--- src/design/act_pkg.sv ---
`default_nettype none
package act_pkg;

  localparam int COUNT_WIDTH = 32;
  localparam int DATA_W      = 32;
  localparam int KIND_W      = 2;
  localparam int DIV_W       = 8;
  localparam int PRE_W       = 7;
  localparam int CFG_IDX_W   = 1;
  localparam int CFG_W       = 8;

  localparam int MASK_BIT    = 16;
  localparam int MODE_SHIFT  = 17;
  localparam logic [1:0] MODE_FIELD = 2'h3;
  localparam logic [DIV_W-1:0] DIV_MAX = DIV_W'(128);

  typedef enum logic [KIND_W-1:0] {
    KIND_TICK = 2'd0,
    KIND_VEC  = 2'd1,
    KIND_INIT = 2'd2
  } kind_t;

  typedef enum logic [1:0] {
    TM_STOPPED  = 2'd0,
    TM_ONESHOT  = 2'd1,
    TM_PERIODIC = 2'd2
  } tmode_t;

  // vector word bits 18:17
  typedef enum logic [1:0] {
    SEL_ONESHOT  = 2'd0,
    SEL_PERIODIC = 2'd1,
    SEL_DEADLINE = 2'd2,
    SEL_RESERVED = 2'd3
  } sel_t;

  typedef enum logic [CFG_IDX_W-1:0] {
    CFG_DIVIDE = 1'd0,
    CFG_EVM    = 1'd1
  } cfg_idx_t;

  typedef struct packed {
    logic [KIND_W-1:0] kind;
    logic [DATA_W-1:0] data;
  } item_t;

endpackage
`default_nettype wire

--- src/design/act_in_if.sv ---
`default_nettype none
interface act_in_if;
  import act_pkg::*;

  logic              valid;
  logic              ready;
  logic [KIND_W-1:0] mode;
  logic [DATA_W-1:0] data;

  modport source (output valid, output mode, output data, input ready);
  modport sink   (input valid, input mode, input data, output ready);
endinterface
`default_nettype wire

--- src/design/act_out_if.sv ---
`default_nettype none
interface act_out_if;
  import act_pkg::*;

  logic              valid;
  logic              ready;
  logic              irq;
  logic              expired;
  logic [DATA_W-1:0] count_now;
  logic              running;

  modport source (output valid, output irq, output expired, output count_now,
                  output running, input ready);
  modport sink   (input valid, input irq, input expired, input count_now,
                  input running, output ready);
endinterface
`default_nettype wire

--- src/design/apic_countdown_timer_top.sv ---
// Countdown timer of a local interrupt controller.
// in_if carries one transaction per item: mode 0 is a tick, mode 1 writes the
// timer vector word (bits 18:17 pick one-shot, periodic or stop; bit 16 masks),
// mode 2 writes the initial count. out_if returns exactly one transaction per
// input transaction, in order: irq, expired, count_now and running after the item.
// The cfg port writes divide_value (index 0) and error_vector_masked (index 1)
// on any edge with cfg_we high; write it only while the block is idle.
// An accepted transaction waits in the input register; its result is held in the result register, which drives out_if.
// Throughput: one transaction per cycle while out_if takes results; the timer state
// is updated combinationally between the input register and the result register.
// A stalled out_if holds its result; the input register still takes one more
// transaction, then in_if.ready drops until the result is taken.
// Reset (rst_n low, synchronous) stops the timer, clears the counts and
// prescaler, masks the vector, sets divide_value to 1 and error_vector_masked
// to 1, and empties both registers.
`default_nettype none
module apic_countdown_timer_top (
  input  wire logic                          clk,
  input  wire logic                          rst_n,
  act_in_if.sink                             in_if,
  act_out_if.source                          out_if,
  input  wire logic                          cfg_we,
  input  wire logic [act_pkg::CFG_IDX_W-1:0] cfg_index,
  input  wire logic [act_pkg::CFG_W-1:0]     cfg_wdata
);
  import act_pkg::*;

  item_t item;
  logic  item_valid;
  logic  take;

  // hold the accepted transaction until the core can retire it
  act_in_stage u_in (
    .clk        (clk),
    .rst_n      (rst_n),
    .in_if      (in_if),
    .take       (take),
    .item       (item),
    .item_valid (item_valid)
  );

  // advance the timer state and register the result
  act_core u_core (
    .clk        (clk),
    .rst_n      (rst_n),
    .cfg_we     (cfg_we),
    .cfg_index  (cfg_index),
    .cfg_wdata  (cfg_wdata),
    .item_valid (item_valid),
    .item       (item),
    .take       (take),
    .out_if     (out_if)
  );

endmodule
`default_nettype wire

--- src/design/act_in_stage.sv ---
`default_nettype none
module act_in_stage (
  input  wire logic          clk,
  input  wire logic          rst_n,
  act_in_if.sink             in_if,
  input  wire logic          take,
  output act_pkg::item_t     item,
  output logic               item_valid
);
  import act_pkg::*;

  logic  valid_r, valid_nxt;
  item_t item_r;
  logic  load;

  // refill whenever the held transaction moves on or the slot is empty
  assign in_if.ready = !valid_r || take;
  assign load        = in_if.valid && in_if.ready;

  always_comb begin
    valid_nxt = valid_r;
    if (load) begin
      valid_nxt = 1'b1;
    end else if (take) begin
      valid_nxt = 1'b0;
    end
  end

  always_ff @(posedge clk) begin
    if (!rst_n) begin
      valid_r <= 1'b0;
    end else begin
      valid_r <= valid_nxt;
    end
  end

  always_ff @(posedge clk) begin
    if (load) begin
      item_r.kind <= in_if.mode;
      item_r.data <= in_if.data;
    end
  end

  assign item       = item_r;
  assign item_valid = valid_r;

endmodule
`default_nettype wire

--- src/design/act_core.sv ---
`default_nettype none
module act_core (
  input  wire logic                          clk,
  input  wire logic                          rst_n,
  input  wire logic                          cfg_we,
  input  wire logic [act_pkg::CFG_IDX_W-1:0] cfg_index,
  input  wire logic [act_pkg::CFG_W-1:0]     cfg_wdata,
  input  wire logic                          item_valid,
  input  wire act_pkg::item_t                item,
  output logic                               take,
  act_out_if.source                          out_if
);
  import act_pkg::*;

  // configuration
  logic [DIV_W-1:0]       divide_r;
  logic                   evm_r;

  // timer state
  logic [PRE_W-1:0]       pre_r, pre_nxt;
  tmode_t                 tmode_r, tmode_nxt;
  logic                   mask_r, mask_nxt;
  logic [COUNT_WIDTH-1:0] init_r, init_nxt;
  logic [COUNT_WIDTH-1:0] cur_r, cur_nxt;

  // result register
  logic                   ov_r;
  logic                   irq_r, irq_nxt;
  logic                   exp_r, exp_nxt;
  logic [DATA_W-1:0]      cnt_r;
  logic                   run_r;

  logic [DIV_W-1:0]              div_eff;
  logic [DIV_W-1:0]              pre_inc;
  logic [COUNT_WIDTH-1:0]        cur_dec;
  logic [COUNT_WIDTH+DATA_W-1:0] init_ext;
  logic [COUNT_WIDTH+DATA_W-1:0] cnt_ext;
  sel_t                          sel;

  assign take = item_valid && (!ov_r || out_if.ready);

  always_comb begin
    div_eff = divide_r;
    if (divide_r == '0) begin
      div_eff = DIV_W'(1);
    end else if (divide_r > DIV_MAX) begin
      div_eff = DIV_MAX;
    end
  end

  assign pre_inc  = DIV_W'(pre_r) + DIV_W'(1);
  assign cur_dec  = cur_r - COUNT_WIDTH'(1);
  assign init_ext = {{COUNT_WIDTH{1'b0}}, item.data};
  assign sel      = sel_t'(item.data[MODE_SHIFT +: 2] & MODE_FIELD);

  always_comb begin
    pre_nxt   = pre_r;
    tmode_nxt = tmode_r;
    mask_nxt  = mask_r;
    init_nxt  = init_r;
    cur_nxt   = cur_r;
    irq_nxt   = 1'b0;
    exp_nxt   = 1'b0;
    unique case (item.kind)
      KIND_TICK: begin
        if (tmode_r != TM_STOPPED) begin
          pre_nxt = pre_inc[PRE_W-1:0];
          if (pre_inc >= div_eff) begin
            pre_nxt = '0;
            if (cur_r != '0) begin
              cur_nxt = cur_dec;
            end
          end
          if (cur_nxt == '0) begin
            exp_nxt = 1'b1;
            irq_nxt = !mask_r && !evm_r;
            if (tmode_r == TM_PERIODIC) begin
              cur_nxt = init_r;
            end else begin
              tmode_nxt = TM_STOPPED;
            end
          end
        end
      end
      KIND_VEC: begin
        mask_nxt = item.data[MASK_BIT];
        unique case (sel)
          SEL_ONESHOT:  tmode_nxt = TM_ONESHOT;
          SEL_PERIODIC: tmode_nxt = TM_PERIODIC;
          default:      tmode_nxt = TM_STOPPED;
        endcase
        cur_nxt = init_r;
      end
      KIND_INIT: begin
        init_nxt = init_ext[COUNT_WIDTH-1:0];
        cur_nxt  = init_ext[COUNT_WIDTH-1:0];
      end
      default: begin
      end
    endcase
  end

  assign cnt_ext = {{DATA_W{1'b0}}, cur_nxt};

  always_ff @(posedge clk) begin
    if (!rst_n) begin
      divide_r <= DIV_W'(1);
      evm_r    <= 1'b1;
    end else if (cfg_we) begin
      unique case (cfg_idx_t'(cfg_index))
        CFG_DIVIDE: divide_r <= cfg_wdata;
        CFG_EVM:    evm_r    <= cfg_wdata[0];
        default: begin
        end
      endcase
    end
  end

  always_ff @(posedge clk) begin
    if (!rst_n) begin
      pre_r   <= '0;
      tmode_r <= TM_STOPPED;
      mask_r  <= 1'b1;
      init_r  <= '0;
      cur_r   <= '0;
    end else if (take) begin
      pre_r   <= pre_nxt;
      tmode_r <= tmode_nxt;
      mask_r  <= mask_nxt;
      init_r  <= init_nxt;
      cur_r   <= cur_nxt;
    end
  end

  always_ff @(posedge clk) begin
    if (!rst_n) begin
      ov_r <= 1'b0;
    end else if (take) begin
      ov_r <= 1'b1;
    end else if (out_if.ready) begin
      ov_r <= 1'b0;
    end
  end

  always_ff @(posedge clk) begin
    if (take) begin
      irq_r <= irq_nxt;
      exp_r <= exp_nxt;
      cnt_r <= cnt_ext[DATA_W-1:0];
      run_r <= (tmode_nxt != TM_STOPPED);
    end
  end

  assign out_if.valid     = ov_r;
  assign out_if.irq       = irq_r;
  assign out_if.expired   = exp_r;
  assign out_if.count_now = cnt_r;
  assign out_if.running   = run_r;

endmodule
`default_nettype wire
--- src/flat_wrapper.sv ---
// flat-port wrapper written by rule: the top's interface ports become plain ports
module apic_countdown_timer_top_flat import act_pkg::*;
  (clk, rst_n, cfg_we, cfg_index, cfg_wdata, in_if_valid, in_if_mode, in_if_data, in_if_ready, out_if_valid, out_if_irq, out_if_expired, out_if_count_now, out_if_running, out_if_ready);
  act_in_if in_if_i ();
  act_out_if out_if_i ();
  input  wire logic clk;
  input  wire logic rst_n;
  input  wire logic cfg_we;
  input  wire logic [act_pkg::CFG_IDX_W-1:0] cfg_index;
  input  wire logic [act_pkg::CFG_W-1:0] cfg_wdata;
  input wire logic [$bits(in_if_i.valid)-1:0] in_if_valid;
  input wire logic [$bits(in_if_i.mode)-1:0] in_if_mode;
  input wire logic [$bits(in_if_i.data)-1:0] in_if_data;
  output wire logic [$bits(in_if_i.ready)-1:0] in_if_ready;
  output wire logic [$bits(out_if_i.valid)-1:0] out_if_valid;
  output wire logic [$bits(out_if_i.irq)-1:0] out_if_irq;
  output wire logic [$bits(out_if_i.expired)-1:0] out_if_expired;
  output wire logic [$bits(out_if_i.count_now)-1:0] out_if_count_now;
  output wire logic [$bits(out_if_i.running)-1:0] out_if_running;
  input wire logic [$bits(out_if_i.ready)-1:0] out_if_ready;
  assign in_if_i.valid = in_if_valid;
  assign in_if_i.mode = in_if_mode;
  assign in_if_i.data = in_if_data;
  assign in_if_ready = in_if_i.ready;
  assign out_if_valid = out_if_i.valid;
  assign out_if_irq = out_if_i.irq;
  assign out_if_expired = out_if_i.expired;
  assign out_if_count_now = out_if_i.count_now;
  assign out_if_running = out_if_i.running;
  assign out_if_i.ready = out_if_ready;
  apic_countdown_timer_top u_core (.clk(clk), .rst_n(rst_n), .in_if(in_if_i), .out_if(out_if_i), .cfg_we(cfg_we), .cfg_index(cfg_index), .cfg_wdata(cfg_wdata));
endmodule
--- config.mk ---
export PLATFORM = sky130hd
export DESIGN_NAME = apic_countdown_timer_top_flat
export DESIGN_NICKNAME = d
export VERILOG_FILES = /design/src/design/act_pkg.sv /design/src/design/act_in_if.sv /design/src/design/act_out_if.sv /design/src/design/apic_countdown_timer_top.sv /design/src/design/act_in_stage.sv /design/src/design/act_core.sv /design/src/flat_wrapper.sv
export SDC_FILE = /design/constraint.sdc
export NUM_CORES = 1
export LEC_CHECK = 0
export BUFFER_PORTS_ARGS = -buffer_cell sky130_fd_sc_hd__buf_2
export CORE_UTILIZATION = 60
export DETAILED_ROUTE_END_ITERATION = 10
export PLACE_DENSITY = 0.82
export SLEW_MARGIN = 20
export SYNTH_ARGS = -nofsm -noshare
export SYNTH_HDL_FRONTEND = slang
export SYNTH_SLANG_ARGS = --single-unit
--- constraint.sdc ---
create_clock -name clk -period 8.9 [get_ports clk]
set_input_delay 1.78 -clock clk [delete_from_list [all_inputs] [get_ports clk]]
set_output_delay 1.78 -clock clk [all_outputs]
set_load 0.01 [all_outputs]
After elaboration in Yosys (flattened, before gate mapping)

Index checks and enable logic that the tools add are counted.

Register bits after elaboration: 154
Word-level logic and storage cells: 70

$add $sub $neg: 2
Magnitude comparators: 2
Equality and inequality tests: 4
Multiplexer cells: 21
Bitwise gates (word level): 1
Reductions and logical operators: 25

Operator list:

| cell                    | number |
|---|---|
| $mux W32                | 7 |
| $pmux W32 S3            | 1 |
| $logic_not A32 Y1       | 1 |
| $reduce_bool A32 Y1     | 1 |
| $sub A32 B1 Y32 const B | 1 |
| $mux W8                 | 2 |
| $reduce_and A2 Y1       | 5 |
| $add A7 B1 Y8 const B   | 1 |
| $ge A8 B8 Y1            | 1 |
| $gt A8 B8 Y1 const B    | 1 |
| $logic_not A8 Y1        | 1 |
| $pmux W2 S2             | 2 |
| $reduce_bool A2 Y1      | 4 |
| $mux W7                 | 1 |
| $mux W2                 | 3 |
| $reduce_and A3 Y1       | 2 |
| $mux W1                 | 5 |
| $eq A2 B1 Y1 const B    | 2 |
| $eq A2 B2 Y1 const B    | 2 |
| $logic_not A1 Y1        | 4 |
| $logic_not A2 Y1        | 2 |
| $logic_and A1 B1 Y1     | 3 |
| $logic_or A1 B1 Y1      | 2 |
| $not A1 Y1              | 1 |

Longest topological paths before layout

Word-level depth: 12
Depth in mapped cells: 17
Depth with buffers taken out: 14

Modules after synthesis

A second synthesis with hierarchy kept.

Cell total of the unflattened synthesis: 981
Area total of the unflattened synthesis: 8480.6 µm²

By module, submodules not included:

| module       | instances | cells an instance | area each (µm²) | sequential area each (µm²) |
|---|---|---|---|---|
| act_core     | 1         | 942               | 7402.1          | 2732.6 |
| act_in_stage | 1         | 39                | 1078.5          | 1041.0 |

Worst setup path before layout

Ideal clock, no wire load.

Path type: input port to flip-flop
From: input port out_if_ready
To: register u_core.u_core.cnt_r[0], in the netlist u_core.u_core.out_if.count_now[0] (enable)
Library setup time: 413 ps
Data arrival time: 3710 ps
Required time: 8487 ps
Slack: 4777 ps
Stages: 6
Path buffers: 3
Path through: nor2b_1 > nand2b_1 > clkbuf_1 > inv_1 > clkbuf_1 > clkbuf_1

Word-level cells in the longest chain between the ends: 2

RTL lines:

| what                   | line                           | source |
|---|---|---|
| start: declaration     | flat_wrapper.sv:20             | `input wire logic [$bits(out_if_i.ready)-1:0] out_if_ready;` |
| $logic_or A1 B1 Y1     | act_core.sv:40                 | `assign take = item_valid && (!ov_r \|\| out_if.ready);` |
| $logic_and A1 B1 Y1    | act_core.sv:40                 |  |
| net u_core.take        | apic_countdown_timer_top.sv:30 | `logic take;` |
| end signal: assignment | act_core.sv:149                | `cnt_r <= cnt_ext[DATA_W-1:0];` |
| end: declaration       | act_core.sv:30                 | `logic [DATA_W-1:0] cnt_r;` |

The timed path passes the listed nets, and every way through them passes these cells.
A chain may end at the register's enable or synchronous reset.

Worst setup path after layout

From: register u_core.u_core.divide_r[5]
To: register u_core.u_core.cnt_r[10], in the netlist u_core.u_core.out_if.count_now[10], data pin

Word-level cells in the longest chain between the ends: 11
Elaborated cells between the ends (all ways): 13

RTL lines:

| what                                          | line                           | source |
|---|---|---|
| start: declaration                            | act_core.sv:16                 | `logic [DIV_W-1:0] divide_r;` |
| start signal: assignment                      | act_core.sv:111                | `CFG_DIVIDE: divide_r <= cfg_wdata;` |
| $gt A8 B8 Y1                                  | act_core.sv:46                 | `end else if (divide_r > DIV_MAX) begin` |
| $mux W8                                       | act_core.sv:46                 |  |
| $mux W8 (*)                                   | act_core.sv:44                 | `if (divide_r == '0) begin` |
| $ge A8 B8 Y1 (*)                              | act_core.sv:68                 | `if (pre_inc >= div_eff) begin` |
| $mux W32 (*)                                  | act_core.sv:68                 |  |
| $mux W32 (*)                                  | act_core.sv:66                 | `if (tmode_r != TM_STOPPED) begin` |
| $mux W32 (*)                                  | act_core.sv:64                 | `unique case (item.kind)` |
| $logic_not A32 Y1 or $mux W32 (tied branches) | act_core.sv:74, act_core.sv:77 |  |
| $mux W32 (*)                                  | act_core.sv:74                 | `if (cur_nxt == '0) begin` |
| $mux W32 (*)                                  | act_core.sv:66                 |  |
| $pmux W32 S3 (*)                              | act_core.sv:64                 |  |
| net u_core.u_core.cur_nxt[10]                 | act_core.sv:24                 | `logic [COUNT_WIDTH-1:0] cur_r, cur_nxt;` |

The timed path passes the listed nets; every way through them passes the cells marked *. The select of a mux whose other input is x is not followed.

==> out/results.tsv <==
metric	value	unit
io pins	85	
Max VDD drop	0.000172	V
Slowest-stage cell, CP	o31a_1	
sequential cell area fraction in the yosys report	44.1	%
Clk pwr share	36.7	%
Worst Tran Pin Value	0.901	ns
CTS tree	yes	
status	complete, no violations	
placed wire-length estimate	16.5	mm
row count	43	
Crit path arrival time	5.55	ns
area grow syn2layout	11.9	%
CTS Hold Bufs	0	
Detailed Route Iter0 Violations	1095	
DIE HEIGHT	121	µm
Overall Global Routing Usage	35.3	%
Internal	1.29	mW
Pwr per Cell Area	197	nW/µm²
gr ovfl total	0	
pin count of the biggest net entering global routing	87	
Die Area	14800	µm²
#FFs+latches synth	154	
DIE WIDTH	121	µm
Final ANT Viol Nets	0	
Psw	0.601	mW
Starting Density	61.7	%
final wirelength	25.2	mm
post-synthesis cell count	997	
drt first pass iters	6	
number of remaining DRC errors	0	
Post-synth EDFFs	69	
Avg Cell Area, Syn	8.59	µm²
TNS Setup	0	ns
Leakage Power	3.38	nW
GP Congestion	1.03	
fin. max-slew vios	0	
synth unique cells	63	
Post-synth top flop	dfxtp_1	
first-pass GRT wire length	39.5	mm
clk root buf	clkbuf_16	
Net Sw Frac	31.8	%
Total Nets Final	1090	
Slew HR	39.9	%
R2R setup slack	3.61	ns
Fin Clk Skew	0.00749	ns
CTS buffer count	17	
share of cells above drive strength 1	15.0	%
Mapped Area	8560	µm²
Final setup viols	0	
Hold/Removal Path Class	flip-flop to flip-flop	
# diodes	0	
core area	13900	µm²
Comb pwr share	19.5	%
FFs w/ async S/R, synth	0	%
Crit path top cell by count	nor2_1	
Final period util	59.5	%
setup repair bufs after CTS	0	
Synthesized Nets	1056	
vias in the first global route	7416	
Final Critical Period	5.29	ns
Seq pwr share	43.8	%
Max Cap Viol	0	
Ys Warns	0	
crit-path max cell delay	0.79	ns
critical path class	flip-flop to flip-flop	
RSZ-0062 raised after global routing	no	
final hold vios	0	
Port Buffers	84	
worst-path maximum fanout	33	
FF-to-FF Start	u_core.u_core.divide_r[5]	
Clock Sinks	154	
fmax	189	MHz
CP required	9.15	ns
clock slew at reported path FFs	0.07	ns
worst path cell trace	nor4_1 -> a21oi_1 -> nor2_1 -> ha_1 -> nand2b_1 -> a2111oi_0 -> o31a_1 -> nor2_1 -> a221oi_1 -> nand4_1 -> nor4b_4 -> buf_4 -> nand3_2 -> o211ai_1	
FF-to-FF path depth	14	
Startpoint Class	flip-flop	
Gates resized, CTS repair	0	
Worst R2R End	u_core.u_core.out_if.count_now[10]	
Worst Setup EP	u_core.u_core.out_if.count_now[10]	
DR vias	8249	
final instance area	9580	µm²
placed inst area	9020	µm²
H-tree levels	4	
Vias/cell	6.74	
Wirelength per Cell	20.6	µm
endpoint type of the worst setup path	flip-flop	
Worst-Skew Late Latency	0.44	ns
clock tree buffer depth	2	
CP startpoint	u_core.u_core.divide_r[5]	
initial antenna violation count	0	
[worst min-delay path by stage]
| stage | end | from | depth (start not counted) | slack [ns] |
|---|---|---|---|---|
| after floorplan | u_core.u_core.evm_r | u_core.u_core.evm_r | 2 | 0.44 |
| after global routing | u_core.u_core.init_r[11] | u_core.u_core.init_r[11] | 2 | 0.52 |
| after global placement | u_core.u_core.init_r[27] | u_core.u_core.init_r[27] | 2 | 0.45 |
| after detailed placement | u_core.u_core.init_r[27] | u_core.u_core.init_r[27] | 2 | 0.46 |
| after CTS | u_core.u_core.init_r[27] | u_core.u_core.init_r[27] | 2 | 0.47 |
| final | u_core.u_core.init_r[27] | u_core.u_core.init_r[27] | 2 | 0.47 |
[critical path, delay by kind of cell (launching register included)]
kind                       cells  cell delay (ns)
adders and majority gates      1             0.23
buffers and inverters          1             0.41
and+or+nand+nor                7             1.78
AOI/OAI and AO/OA              5             2.32
DFF                            1             0.32
[area by class of cell]
type / instances / area, µm²
clock buffer: 18 / 439
clock inverter: 14 / 125
fill: 1124 / 4300
inverter: 13 / 48.8
multi-input combinational: 741 / 4400
sequential: 154 / 3770
tap: 180 / 225
timing repair buffer: 104 / 571
[per-layer routing]
metal | part of all wire [%] | routed length, µm | global-route usage (%) | vias to the layer above
met5 | 0 | 0 | 0 | -
met4 | 2.5 | 624 | 12.7 | 0
met3 | 13 | 3190 | 10.4 | 75
met2 | 44 | 11100 | 51.6 | 596
met1 | 41 | 10300 | 49.2 | 3833
li1 | - | - | - | 3745
[state kept, by name, summed over array words and instances (netlist names), 2 cells and up]
name,cells
u_core.u_core.cur_r,32
u_core.u_core.divide_r,8
u_core.u_core.init_r,32
u_core.u_core.out_if.count_now,32
u_core.u_core.pre_r,7
u_core.u_core.tmode_r,2
u_core.u_in.item,34
[cell usage in the layout (no fill, tap or decap), types with 4 or more instances in the layout]
master / n
buf_4: 20
nand4_1: 24
inv_6: 7
or3_1: 8
nand2b_1: 14
inv_1: 12
nor3_1: 24
nand3b_1: 26
dfxtp_1: 85
xnor2_1: 17
nand3_1: 17
a21boi_0: 46
or4_1: 10
a41oi_1: 15
nor4_1: 11
o21ai_0: 30
a31oi_1: 14
xor2_1: 14
o221ai_1: 27
nor2b_1: 7
o21a_1: 13
buf_2: 84
o211ai_1: 7
ha_1: 11
nor2_1: 83
edfxtp_1: 69
o21ai_1: 10
nand2_1: 140
nand4b_1: 4
a21oi_1: 94
o22ai_1: 21
clkbuf_16: 17
[power groups by stage]
| stage | clock (mW) | combinational [mW] | sequential, mW |
|---|---|---|---|
| 3_3_place_gp | 0 | 0.349 | 0.839 |
| 6_report | 0.693 | 0.369 | 0.828 |
| 4_1_cts | 0.696 | 0.359 | 0.825 |
| 2_1_floorplan | 0 | 0.272 | 0.819 |
| 3_5_place_dp | 0 | 0.355 | 0.840 |
| 5_1_grt | 0.722 | 0.398 | 0.831 |
[Yosys cell counts, drive strengths merged, types with 3 or more instances]
cell type / count / area [µm²]
a21boi: 46 / 345
a21oi: 94 / 470
a221oi: 3 / 26.3
a2bb2oi: 3 / 26.3
a31oi: 14 / 87.6
a41oi: 15 / 131
and3: 3 / 18.8
buf: 17 / 93.8
clkbuf: 72 / 270
dfxtp: 85 / 1700
edfxtp: 69 / 2070
ha: 11 / 138
inv: 13 / 48.8
nand2: 140 / 526
nand2b: 14 / 87.6
nand3: 19 / 105
nand3b: 26 / 195
nand4: 25 / 163
nand4b: 4 / 35.0
nor2: 87 / 327
nor2b: 7 / 43.8
nor3: 27 / 151
nor4: 11 / 68.8
o211ai: 7 / 52.6
o21a: 13 / 97.6
o21ai: 40 / 200
o221ai: 27 / 236
o22ai: 21 / 131
o31ai: 3 / 22.5
or3: 9 / 61.3
or4: 12 / 97.6
xnor2: 17 / 149
xor2: 14 / 123
[logic make-up (layout without fill, tap and decap cells)]
| group | count (synthesis) | in the layout | share of synthesized area [%] |
|---|---|---|---|
| AOI/OAI and AO/OA | 301 | 301 | 22.9 |
| and+or+nand+nor | 396 | 396 | 23.2 |
| buffers and inverters | 102 | 149 | 4.82 |
| adders and majority gates | 11 | 11 | 1.61 |
| xor gates and xnor gates | 31 | 31 | 3.17 |
| muxes | 2 | 2 | 0.234 |
| DFF | 154 | 154 | 44.1 |
[metrics by stage]
step / power [mW] / util [%] / hold WS [ns] / instances / setup WS (ns)
floorplan: 1.09 / - / 0.440 / 997 / 4.78
detailed placement: 1.19 / 65.0 / 0.460 / 1192 / 3.84
global route: 1.95 / 69.0 / 0.521 / 1224 / 3.28
global placement: 1.19 / 65.0 / 0.455 / 1192 / 4.03
CTS: 1.88 / 69.0 / 0.469 / 1224 / 3.79
finish: 1.89 / 69.0 / 0.467 / 1224 / 3.61
(Power assumes the default switching activity.)
